[src/rtl/core/sapm_pkg.sv]
`timescale 1ns / 1ps

package sapm_pkg;

    // Angle fraction bits and the near-zero divisor bound derived from them
    localparam int ANGLE_FRAC_BITS   = 12;
    localparam int NEAR_ZERO_MAX     = ((1 << ANGLE_FRAC_BITS) - 1) / 1000000;

    // Default minimum spacing between emitted words, in ns
    localparam int UPDATE_PERIOD_DEF = 20000000;

    // Field widths
    localparam int ANGLE_W = 16;
    localparam int PULSE_W = 22;
    localparam int TIME_W  = 48;
    localparam int ID_W    = 8;

    // Divider operand widths: |angle * span| < 2^37, |divisor| <= 65535
    localparam int NUM_W = 37;
    localparam int DEN_W = 16;
    localparam int CNT_W = $clog2(NUM_W);

    // Configuration register indexes
    localparam int CFG_IDX_W = 3;
    localparam int CFG_DATA_W = 22;
    localparam logic [CFG_IDX_W-1:0] REG_ANGLE_LOW    = 3'd0;
    localparam logic [CFG_IDX_W-1:0] REG_ANGLE_HIGH   = 3'd1;
    localparam logic [CFG_IDX_W-1:0] REG_PULSE_LOW    = 3'd2;
    localparam logic [CFG_IDX_W-1:0] REG_PULSE_HIGH   = 3'd3;
    localparam logic [CFG_IDX_W-1:0] REG_PULSE_CENTER = 3'd4;
    localparam logic [CFG_IDX_W-1:0] REG_REVERSE      = 3'd5;
    localparam logic [CFG_IDX_W-1:0] REG_ANGLE_OFFSET = 3'd6;
    localparam logic [CFG_IDX_W-1:0] REG_SERVO_NUMBER = 3'd7;

    typedef logic signed [ANGLE_W-1:0] angle_t;
    typedef logic [PULSE_W-1:0]        pulse_t;

endpackage

[src/rtl/core/sapm_div.sv]
`timescale 1ns / 1ps

// Restoring unsigned divider, one quotient bit per cycle
module sapm_div (
    input  logic                      clk,
    input  logic                      rst_n,
    input  logic                      start,
    input  logic [sapm_pkg::NUM_W-1:0] num,
    input  logic [sapm_pkg::DEN_W-1:0] den,
    output logic [sapm_pkg::NUM_W-1:0] quot,
    output logic                      done
);
    import sapm_pkg::*;

    localparam logic [CNT_W-1:0] LAST_STEP = CNT_W'(NUM_W - 1);

    logic [NUM_W-1:0] dvd_reg, dvd_next;
    logic [DEN_W-1:0] dsr_reg, dsr_next;
    logic [DEN_W-1:0] rem_reg, rem_next;
    logic [CNT_W-1:0] cnt_reg, cnt_next;
    logic             busy_reg, busy_next;
    logic             done_reg, done_next;

    logic [DEN_W:0]   rem_sh;
    logic [DEN_W:0]   rem_sub;
    logic             ge;

    // Shift in the next dividend bit and trial-subtract the divisor
    always_comb
    begin
        rem_sh  = {rem_reg, dvd_reg[NUM_W-1]};
        rem_sub = rem_sh - {1'b0, dsr_reg};
        ge      = (rem_sh >= {1'b0, dsr_reg});
    end

    // Load on start, then step until the last quotient bit
    always_comb
    begin
        dvd_next  = dvd_reg;
        dsr_next  = dsr_reg;
        rem_next  = rem_reg;
        cnt_next  = cnt_reg;
        busy_next = busy_reg;
        done_next = 1'b0;
        if (start)
        begin
            dvd_next  = num;
            dsr_next  = den;
            rem_next  = '0;
            cnt_next  = '0;
            busy_next = 1'b1;
        end
        else if (busy_reg)
        begin
            dvd_next = {dvd_reg[NUM_W-2:0], ge};
            rem_next = ge ? rem_sub[DEN_W-1:0] : rem_sh[DEN_W-1:0];
            cnt_next = cnt_reg + 1'b1;
            if (cnt_reg == LAST_STEP)
            begin
                busy_next = 1'b0;
                done_next = 1'b1;
            end
        end
    end

    always_ff @(posedge clk or negedge rst_n)
    begin
        if (!rst_n)
        begin
            cnt_reg  <= '0;
            busy_reg <= 1'b0;
            done_reg <= 1'b0;
        end
        else
        begin
            cnt_reg  <= cnt_next;
            busy_reg <= busy_next;
            done_reg <= done_next;
        end
    end

    always_ff @(posedge clk)
    begin
        dvd_reg <= dvd_next;
        dsr_reg <= dsr_next;
        rem_reg <= rem_next;
    end

    assign quot = dvd_reg;
    assign done = done_reg;

endmodule

[src/rtl/core/servo_angle_to_pulse_mapper_top.sv]
`timescale 1ns / 1ps
// The sequencer takes no new input word until the current one has passed the 37-step serial
// divider and its result is in the output register; a word dropped by the update-period check
// leaves the sequencer idle, so the next word can be taken.
// s_axis_tready is high only while the sequencer is idle; a finished result waits in
// the output register while the next word is taken.
// Reset (rst_n, async, active low) loads the register defaults and zeroes the last emit time.
module servo_angle_to_pulse_mapper_top #(
    parameter int UPDATE_PERIOD = sapm_pkg::UPDATE_PERIOD_DEF
) (
    input  logic                           clk,
    input  logic                           rst_n,
    // Input stream
    input  logic                           s_axis_tvalid,
    output logic                           s_axis_tready,
    input  logic [63:0]                    s_axis_tdata,  // [15:0] command_angle, [63:16] now_time
    // Output stream
    output logic                           m_axis_tvalid,
    input  logic                           m_axis_tready,
    output logic [31:0]                    m_axis_tdata,  // [7:0] servo_out_id, [29:8] pulse_width
    // Register write channel
    input  logic                           cfg_valid,
    output logic                           cfg_ready,
    input  logic [sapm_pkg::CFG_IDX_W-1:0] cfg_index,
    input  logic [sapm_pkg::CFG_DATA_W-1:0] cfg_data
);
    import sapm_pkg::*;

    localparam logic [TIME_W-1:0] PERIOD = TIME_W'(UPDATE_PERIOD);
    localparam logic [16:0]       NZ_MAX = 17'(NEAR_ZERO_MAX);

    localparam logic [2:0] S_IDLE   = 3'd0;
    localparam logic [2:0] S_PREP   = 3'd1;
    localparam logic [2:0] S_SEL    = 3'd2;
    localparam logic [2:0] S_MUL    = 3'd3;
    localparam logic [2:0] S_DSTART = 3'd4;
    localparam logic [2:0] S_DWAIT  = 3'd5;
    localparam logic [2:0] S_ADD    = 3'd6;
    localparam logic [2:0] S_FIN    = 3'd7;

    // Configuration registers
    angle_t          angle_low_reg, angle_high_reg, angle_offset_reg;
    pulse_t          pulse_low_reg, pulse_high_reg, pulse_center_reg;
    logic            reverse_reg;
    logic [ID_W-1:0] servo_number_reg;

    // Control
    logic [2:0]        state_reg, state_next;
    logic [TIME_W-1:0] last_emit_reg;
    logic              out_valid_reg;

    // Datapath
    angle_t              cmd_reg;
    angle_t              angle_reg, angle_next;
    logic signed [22:0]  span_reg, span_next;
    logic [DEN_W-1:0]    den_mag_reg, den_mag_next;
    logic                den_neg_reg, den_neg_next;
    logic                zero_reg, zero_next;
    logic signed [38:0]  prod_reg;
    logic signed [39:0]  sum_reg, sum_next;
    logic [ID_W-1:0]     out_id_reg;
    pulse_t              out_pulse_reg, out_pulse_next;

    logic [ANGLE_W-1:0]  in_cmd;
    logic [TIME_W-1:0]   in_time;
    logic [TIME_W-1:0]   elapsed;
    logic                s_fire, emit, out_load;

    logic                div_start, div_done;
    logic [NUM_W-1:0]    div_num, div_quot;

    logic signed [17:0]  sum18, corr18, lo18, hi18, clamp1;
    logic signed [16:0]  prim17, fall17;
    logic [16:0]         prim_abs, fall_abs;
    logic                a_nonneg;
    logic signed [38:0]  prod_abs;
    logic [37:0]         q_ext, q_signed;
    logic signed [39:0]  pl40, ph40, clamp_lo;

    assign in_cmd  = s_axis_tdata[15:0];
    assign in_time = s_axis_tdata[63:16];

    // Accept only when idle; drop words that arrive inside the update period
    assign s_axis_tready = (state_reg == S_IDLE);
    assign s_fire        = s_axis_tvalid && s_axis_tready;
    assign elapsed       = in_time - last_emit_reg;
    assign emit          = s_fire && (elapsed >= PERIOD);
    assign cfg_ready     = 1'b1;

    // Apply offset and direction, then clamp to the angle limits
    always_comb
    begin
        lo18   = $signed({{2{angle_low_reg[15]}}, angle_low_reg});
        hi18   = $signed({{2{angle_high_reg[15]}}, angle_high_reg});
        sum18  = $signed({{2{cmd_reg[15]}}, cmd_reg})
               + $signed({{2{angle_offset_reg[15]}}, angle_offset_reg});
        corr18 = reverse_reg ? -sum18 : sum18;
        clamp1 = (corr18 < lo18) ? lo18 : corr18;
        angle_next = (clamp1 > hi18) ? angle_high_reg : clamp1[15:0];
    end

    // Pick divisor and span by angle sign, fall back to the full range near zero
    always_comb
    begin
        a_nonneg = !angle_reg[15];
        prim17   = a_nonneg ? $signed({angle_high_reg[15], angle_high_reg})
                            : -$signed({angle_low_reg[15], angle_low_reg});
        fall17   = $signed({angle_high_reg[15], angle_high_reg})
                 - $signed({angle_low_reg[15], angle_low_reg});
        prim_abs = prim17[16] ? 17'(-prim17) : 17'(prim17);
        fall_abs = fall17[16] ? 17'(-fall17) : 17'(fall17);
        span_next = a_nonneg ? $signed({1'b0, pulse_high_reg}) - $signed({1'b0, pulse_center_reg})
                             : $signed({1'b0, pulse_center_reg}) - $signed({1'b0, pulse_low_reg});
        if (prim_abs > NZ_MAX)
        begin
            den_mag_next = prim_abs[DEN_W-1:0];
            den_neg_next = prim17[16];
            zero_next    = 1'b0;
        end
        else
        begin
            den_mag_next = fall_abs[DEN_W-1:0];
            den_neg_next = fall17[16];
            zero_next    = (fall_abs <= NZ_MAX);
        end
    end

    // Feed the divider with the product magnitude
    assign prod_abs  = prod_reg[38] ? -prod_reg : prod_reg;
    assign div_num   = prod_abs[NUM_W-1:0];
    assign div_start = (state_reg == S_DSTART);

    sapm_div u_div (
        .clk   (clk),
        .rst_n (rst_n),
        .start (div_start),
        .num   (div_num),
        .den   (den_mag_reg),
        .quot  (div_quot),
        .done  (div_done)
    );

    // Restore the quotient sign and add the center pulse
    always_comb
    begin
        q_ext    = {1'b0, div_quot};
        q_signed = (prod_reg[38] ^ den_neg_reg) ? -q_ext : q_ext;
        if (zero_reg)
        begin
            q_signed = '0;
        end
        sum_next = $signed({18'b0, pulse_center_reg}) + $signed({{2{q_signed[37]}}, q_signed});
    end

    // Clamp the pulse to the pulse limits
    always_comb
    begin
        pl40     = $signed({18'b0, pulse_low_reg});
        ph40     = $signed({18'b0, pulse_high_reg});
        clamp_lo = (sum_reg < pl40) ? pl40 : sum_reg;
        out_pulse_next = (clamp_lo > ph40) ? pulse_high_reg : clamp_lo[PULSE_W-1:0];
    end

    assign out_load = (state_reg == S_FIN) && (!out_valid_reg || m_axis_tready);

    // Sequence one word through the single divider
    always_comb
    begin
        state_next = state_reg;
        unique case (state_reg)
            S_IDLE:   if (emit) state_next = S_PREP;
            S_PREP:   state_next = S_SEL;
            S_SEL:    state_next = S_MUL;
            S_MUL:    state_next = S_DSTART;
            S_DSTART: state_next = S_DWAIT;
            S_DWAIT:  if (div_done) state_next = S_ADD;
            S_ADD:    state_next = S_FIN;
            S_FIN:    if (out_load) state_next = S_IDLE;
            default:  state_next = S_IDLE;
        endcase
    end

    // Control registers and configuration
    always_ff @(posedge clk or negedge rst_n)
    begin
        if (!rst_n)
        begin
            state_reg        <= S_IDLE;
            last_emit_reg    <= '0;
            out_valid_reg    <= 1'b0;
            angle_low_reg    <= -16'sd6434;
            angle_high_reg   <= 16'sd6434;
            pulse_low_reg    <= 22'd500000;
            pulse_high_reg   <= 22'd2500000;
            pulse_center_reg <= 22'd1500000;
            reverse_reg      <= 1'b0;
            angle_offset_reg <= '0;
            servo_number_reg <= '0;
        end
        else
        begin
            state_reg <= state_next;
            if (emit)
            begin
                last_emit_reg <= in_time;
            end
            if (out_load)
            begin
                out_valid_reg <= 1'b1;
            end
            else if (m_axis_tready)
            begin
                out_valid_reg <= 1'b0;
            end
            if (cfg_valid && cfg_ready)
            begin
                unique case (cfg_index)
                    REG_ANGLE_LOW:    angle_low_reg    <= cfg_data[15:0];
                    REG_ANGLE_HIGH:   angle_high_reg   <= cfg_data[15:0];
                    REG_PULSE_LOW:    pulse_low_reg    <= cfg_data[PULSE_W-1:0];
                    REG_PULSE_HIGH:   pulse_high_reg   <= cfg_data[PULSE_W-1:0];
                    REG_PULSE_CENTER: pulse_center_reg <= cfg_data[PULSE_W-1:0];
                    REG_REVERSE:      reverse_reg      <= cfg_data[0];
                    REG_ANGLE_OFFSET: angle_offset_reg <= cfg_data[15:0];
                    REG_SERVO_NUMBER: servo_number_reg <= cfg_data[ID_W-1:0];
                    default:          ;
                endcase
            end
        end
    end

    // Datapath registers, each group loaded in its own step
    always_ff @(posedge clk)
    begin
        if (emit)
        begin
            cmd_reg <= in_cmd;
        end
        if (state_reg == S_PREP)
        begin
            angle_reg <= angle_next;
        end
        if (state_reg == S_SEL)
        begin
            span_reg    <= span_next;
            den_mag_reg <= den_mag_next;
            den_neg_reg <= den_neg_next;
            zero_reg    <= zero_next;
        end
        if (state_reg == S_MUL)
        begin
            prod_reg <= angle_reg * span_reg;
        end
        if (state_reg == S_ADD)
        begin
            sum_reg <= sum_next;
        end
        if (out_load)
        begin
            out_id_reg    <= servo_number_reg;
            out_pulse_reg <= out_pulse_next;
        end
    end

    assign m_axis_tvalid = out_valid_reg;
    assign m_axis_tdata  = {2'b00, out_pulse_reg, out_id_reg};

    // A word inside the update period leaves the sequencer idle
    a_drop_stays_idle: assert property (@(posedge clk) disable iff (!rst_n)
        s_fire && !emit |=> state_reg == S_IDLE)
        else $error("dropped word started the sequencer");

    // The divider finishes only while the sequencer waits for it
    a_div_done_in_wait: assert property (@(posedge clk) disable iff (!rst_n)
        div_done |-> state_reg == S_DWAIT)
        else $error("divider done outside wait step");

    // A new result appears only from the final step
    a_out_from_fin: assert property (@(posedge clk) disable iff (!rst_n)
        $rose(m_axis_tvalid) |-> $past(state_reg) == S_FIN)
        else $error("output loaded outside final step");

    // The last emit time moves only on an accepted word
    a_last_emit_hold: assert property (@(posedge clk) disable iff (!rst_n)
        !s_fire |=> $stable(last_emit_reg))
        else $error("last emit time changed without input");

endmodule
[config.mk]
export PLATFORM = sky130hd
export DESIGN_NAME = servo_angle_to_pulse_mapper_top
export DESIGN_NICKNAME = d
export VERILOG_FILES = /design/src/rtl/core/sapm_pkg.sv /design/src/rtl/core/sapm_div.sv /design/src/rtl/core/servo_angle_to_pulse_mapper_top.sv
export SDC_FILE = /design/constraint.sdc
export NUM_CORES = 2
export LEC_CHECK = 0
export BUFFER_PORTS_ARGS = -buffer_cell sky130_fd_sc_hd__buf_2
export CAP_MARGIN = 25
export CORE_UTILIZATION = 59
export DETAILED_ROUTE_END_ITERATION = 12
export GPL_ROUTABILITY_DRIVEN = 0
export GPL_TIMING_DRIVEN = 1
export PLACE_DENSITY = 0.77
export SLEW_MARGIN = 40
export SYNTH_ARGS = -nofsm -noshare
export SYNTH_HDL_FRONTEND = slang
export SYNTH_SLANG_ARGS = --single-unit
[constraint.sdc]
create_clock -name clk -period 7.74 [get_ports clk]
set_clock_uncertainty 0.15 [all_clocks]
set_input_delay 1.548 -clock clk [delete_from_list [all_inputs] [get_ports clk]]
set_output_delay 1.548 -clock clk [all_outputs]
set_load 0.005 [all_outputs]
==> results.toml <==
[synthesis]
synthCells = 4522
synth-edff-count = 233
synth.most_common_cell = "inv_1"
yosysTopAreaCell = "fa_1"
synthArstFlopShare = 0.424
synth.cell_area_um2 = 42500
netlist.area_leader.share = 0.173
synthTopCellsByCount = "inv_1, nand2_1, fa_1, ha_1, o21ai_0"
synth_cell_types = 89
yosysWarnings = 0
yosys_register_bits = 432
ys_seq_area_frac = 0.281
synth_ff_type = "edfxtp_1"
synth_area_leaders = "fa_1, edfxtp_1, ha_1"
avgSynthCellArea_um2 = 9.40

[final_layout]
largest_reg_flops = 48
area_growth_pct = 10.3
nets = 5473
drive_above_1_share = 0.123
fill_cells = 5555
finalNonFillerCells = 5662

[placement]
dp_hpwl_um = 87200
dp.cells = 5528
port_buffers = 125

[sta]
min_period_ps = 7540
setup_viol = 0
fmax_mhz = 133
post-route-period-util = 0.975
finalHoldViolCount = 0
maxSlewViolCount = 0
fin_hold_ws_ps = 268
relSlewSlack = 0.458
worst_pin_slew_ps = 808

[drt]
via_per_inst = 5.92
wl_met2_um = 52600
dr.pass1.iters = 6
drc = 0
dr_wl_met3_um = 8030
top_layer = "met4"
vias = 33500
avgRoutedWirePerCell_um = 19.8
ant_nets = 0
met1Wirelength_um = 45200
wl_um = 112000
drt_iter0_markers = 3063

[global_routing]
grt_pass1_vias = 33500
grt_first_pass_wirelength_um = 180000
track_usage = 0.308
grt_max_degree = 110
antenna_found_initial = 3
grt-ovfl-total = 0

[setup_path]
crit_fanout = 9
end_kind = "register"
cp.arrival_ps = 7730
startpoint_type = "register"
required_ps = 7930
crit_type = "reg -> reg"

[clock_tree]
cts_tree = "built"
clock-root-buffer = "clkbuf_16"
htreeDepth = 2
clockBufferDepth = 3
clk_pin_slew_worst_paths_ps = 70
cts_buffers = 50
cts_sinks = 432
postCtsHoldBufs = 0
insertion_delay_ps = 630

[floorplan]
initial_core_util = 0.596
ios = 129
dieArea_um2 = 73200
row_count = 98
die_height_um = 270
die_w_um = 270
coreArea_um2 = 71400

[status]
outcome = "finished clean"

[worst_hold_path]
hold_path.class = "reg -> reg"

[flow_run]
drv_cap = 0
==> logic make-up after synthesis <==
logic type | Yosys count | synth area share
AND/OR/NAND/NOR | 1287 | 0.145
XOR/XNOR | 292 | 0.0601
adder cells (fa/ha/maj) | 711 | 0.274
buffers and inverters | 763 | 0.0680
other | 2 | 0.000177
flip-flops | 432 | 0.281
multiplexers | 188 | 0.0489
AO/OA/AOI/OAI | 847 | 0.123
==> timing repair <==
action,4_1_cts,5_1_grt
resized for setup,0,22
endpoints found under the setup margin,0,19
setup buffers,0,37
==> worst max-delay path, stage by stage (launching register included) <==
cell and delay (ps):
edfxtp_1 560, buf_4 240, nand2_1 90, fa_1 510, fa_1 520, inv_1 50, fa_1 460, fa_1 510
fa_1 520, fa_1 510, ha_1 340, a211o_1 290, a2111o_1 430, a31oi_1 230, nor3_1 170, or3_1 480
a21boi_0 200, nor2b_1 80, o21a_1 180, or3_1 290, o21ai_0 120, o21ai_0 150, xor2_1 180
==> placed cells by master (no fill, tap or decap), types with 28 or more instances in the layout <==
master	count
fa_1	367
nor2_1	213
clkbuf_16	53
a21oi_1	214
inv_1	602
buf_4	107
dfstp_2	41
nor3_1	71
buf_2	124
dfrtp_1	141
nand2b_1	71
nand4_1	44
o21a_1	36
and2_1	147
nor2b_1	43
nand2_1	510
o21ai_0	292
xor2_1	114
nor4_1	28
mux2i_1	31
edfxtp_1	233
ha_1	344
a21o_1	61
a31oi_1	30
or3_1	38
mux2_2	146
xnor2_1	174
nand3_1	46
==> layer usage <==
layer | track usage | vias to the layer above
met2 | 0.500 | 1268
li1 | - | 15600
met4 | 0.151 | 0
met5 | 0 | -
met3 | 0.0483 | 289
met1 | 0.404 | 16400
==> metrics by stage <==
stage               setup WS (ps)  utilization  setup TNS (ps)  instance area (um2)
floorplan                    18.5            -               0                42500
global placement              223        0.623               0                44500
detailed placement           55.4        0.625               0                44600
CTS                          62.6        0.649               0                46300
global route                -19.1        0.657           -31.5                46900
finish                        196        0.657               0                46900
==> layout make-up <==
| class | instances | area [um2] | area share |
|---|---|---|---|
| multi-input combinational | 3329 | 27900 | 0.595 |
| sequential | 432 | 11900 | 0.255 |
| inverter | 603 | 2260 | 0.0483 |
| timing repair buffer | 252 | 1830 | 0.0391 |
| clock buffer | 67 | 1410 | 0.0300 |
| tap | 950 | 1190 | 0.0254 |
| clock inverter | 27 | 339 | 0.00723 |
| antenna | 2 | 5.00 | 0.000107 |
==> worst paths after layout <==
path | startpoint | to | slack, ps | depth (start not counted)
setup reg to reg | span_reg[12]$_DFFE_PP_ | prod_reg[35]$_DFFE_PN_ | 200 | 22
setup / recovery | span_reg[12]$_DFFE_PP_ | prod_reg[35]$_DFFE_PN_ | 200 | 22
hold / removal | den_mag_reg[8]$_DFFE_PP_ | u_div.dsr_reg[8]$_DFFE_PP_ | 270 | 0
min in group asynchronous | rst_n | last_emit_reg[27]$_DFFE_PN0P_ | 700 | 1
hold reg to reg | den_mag_reg[8]$_DFFE_PP_ | u_div.dsr_reg[8]$_DFFE_PP_ | 270 | 0
max in group asynchronous | rst_n | pulse_center_reg[10]$_DFFE_PN0P_ | 5610 | 2
Power is not shown: default switching activity piles up to over one toggle a cycle in this logic, so the estimate is an artifact.
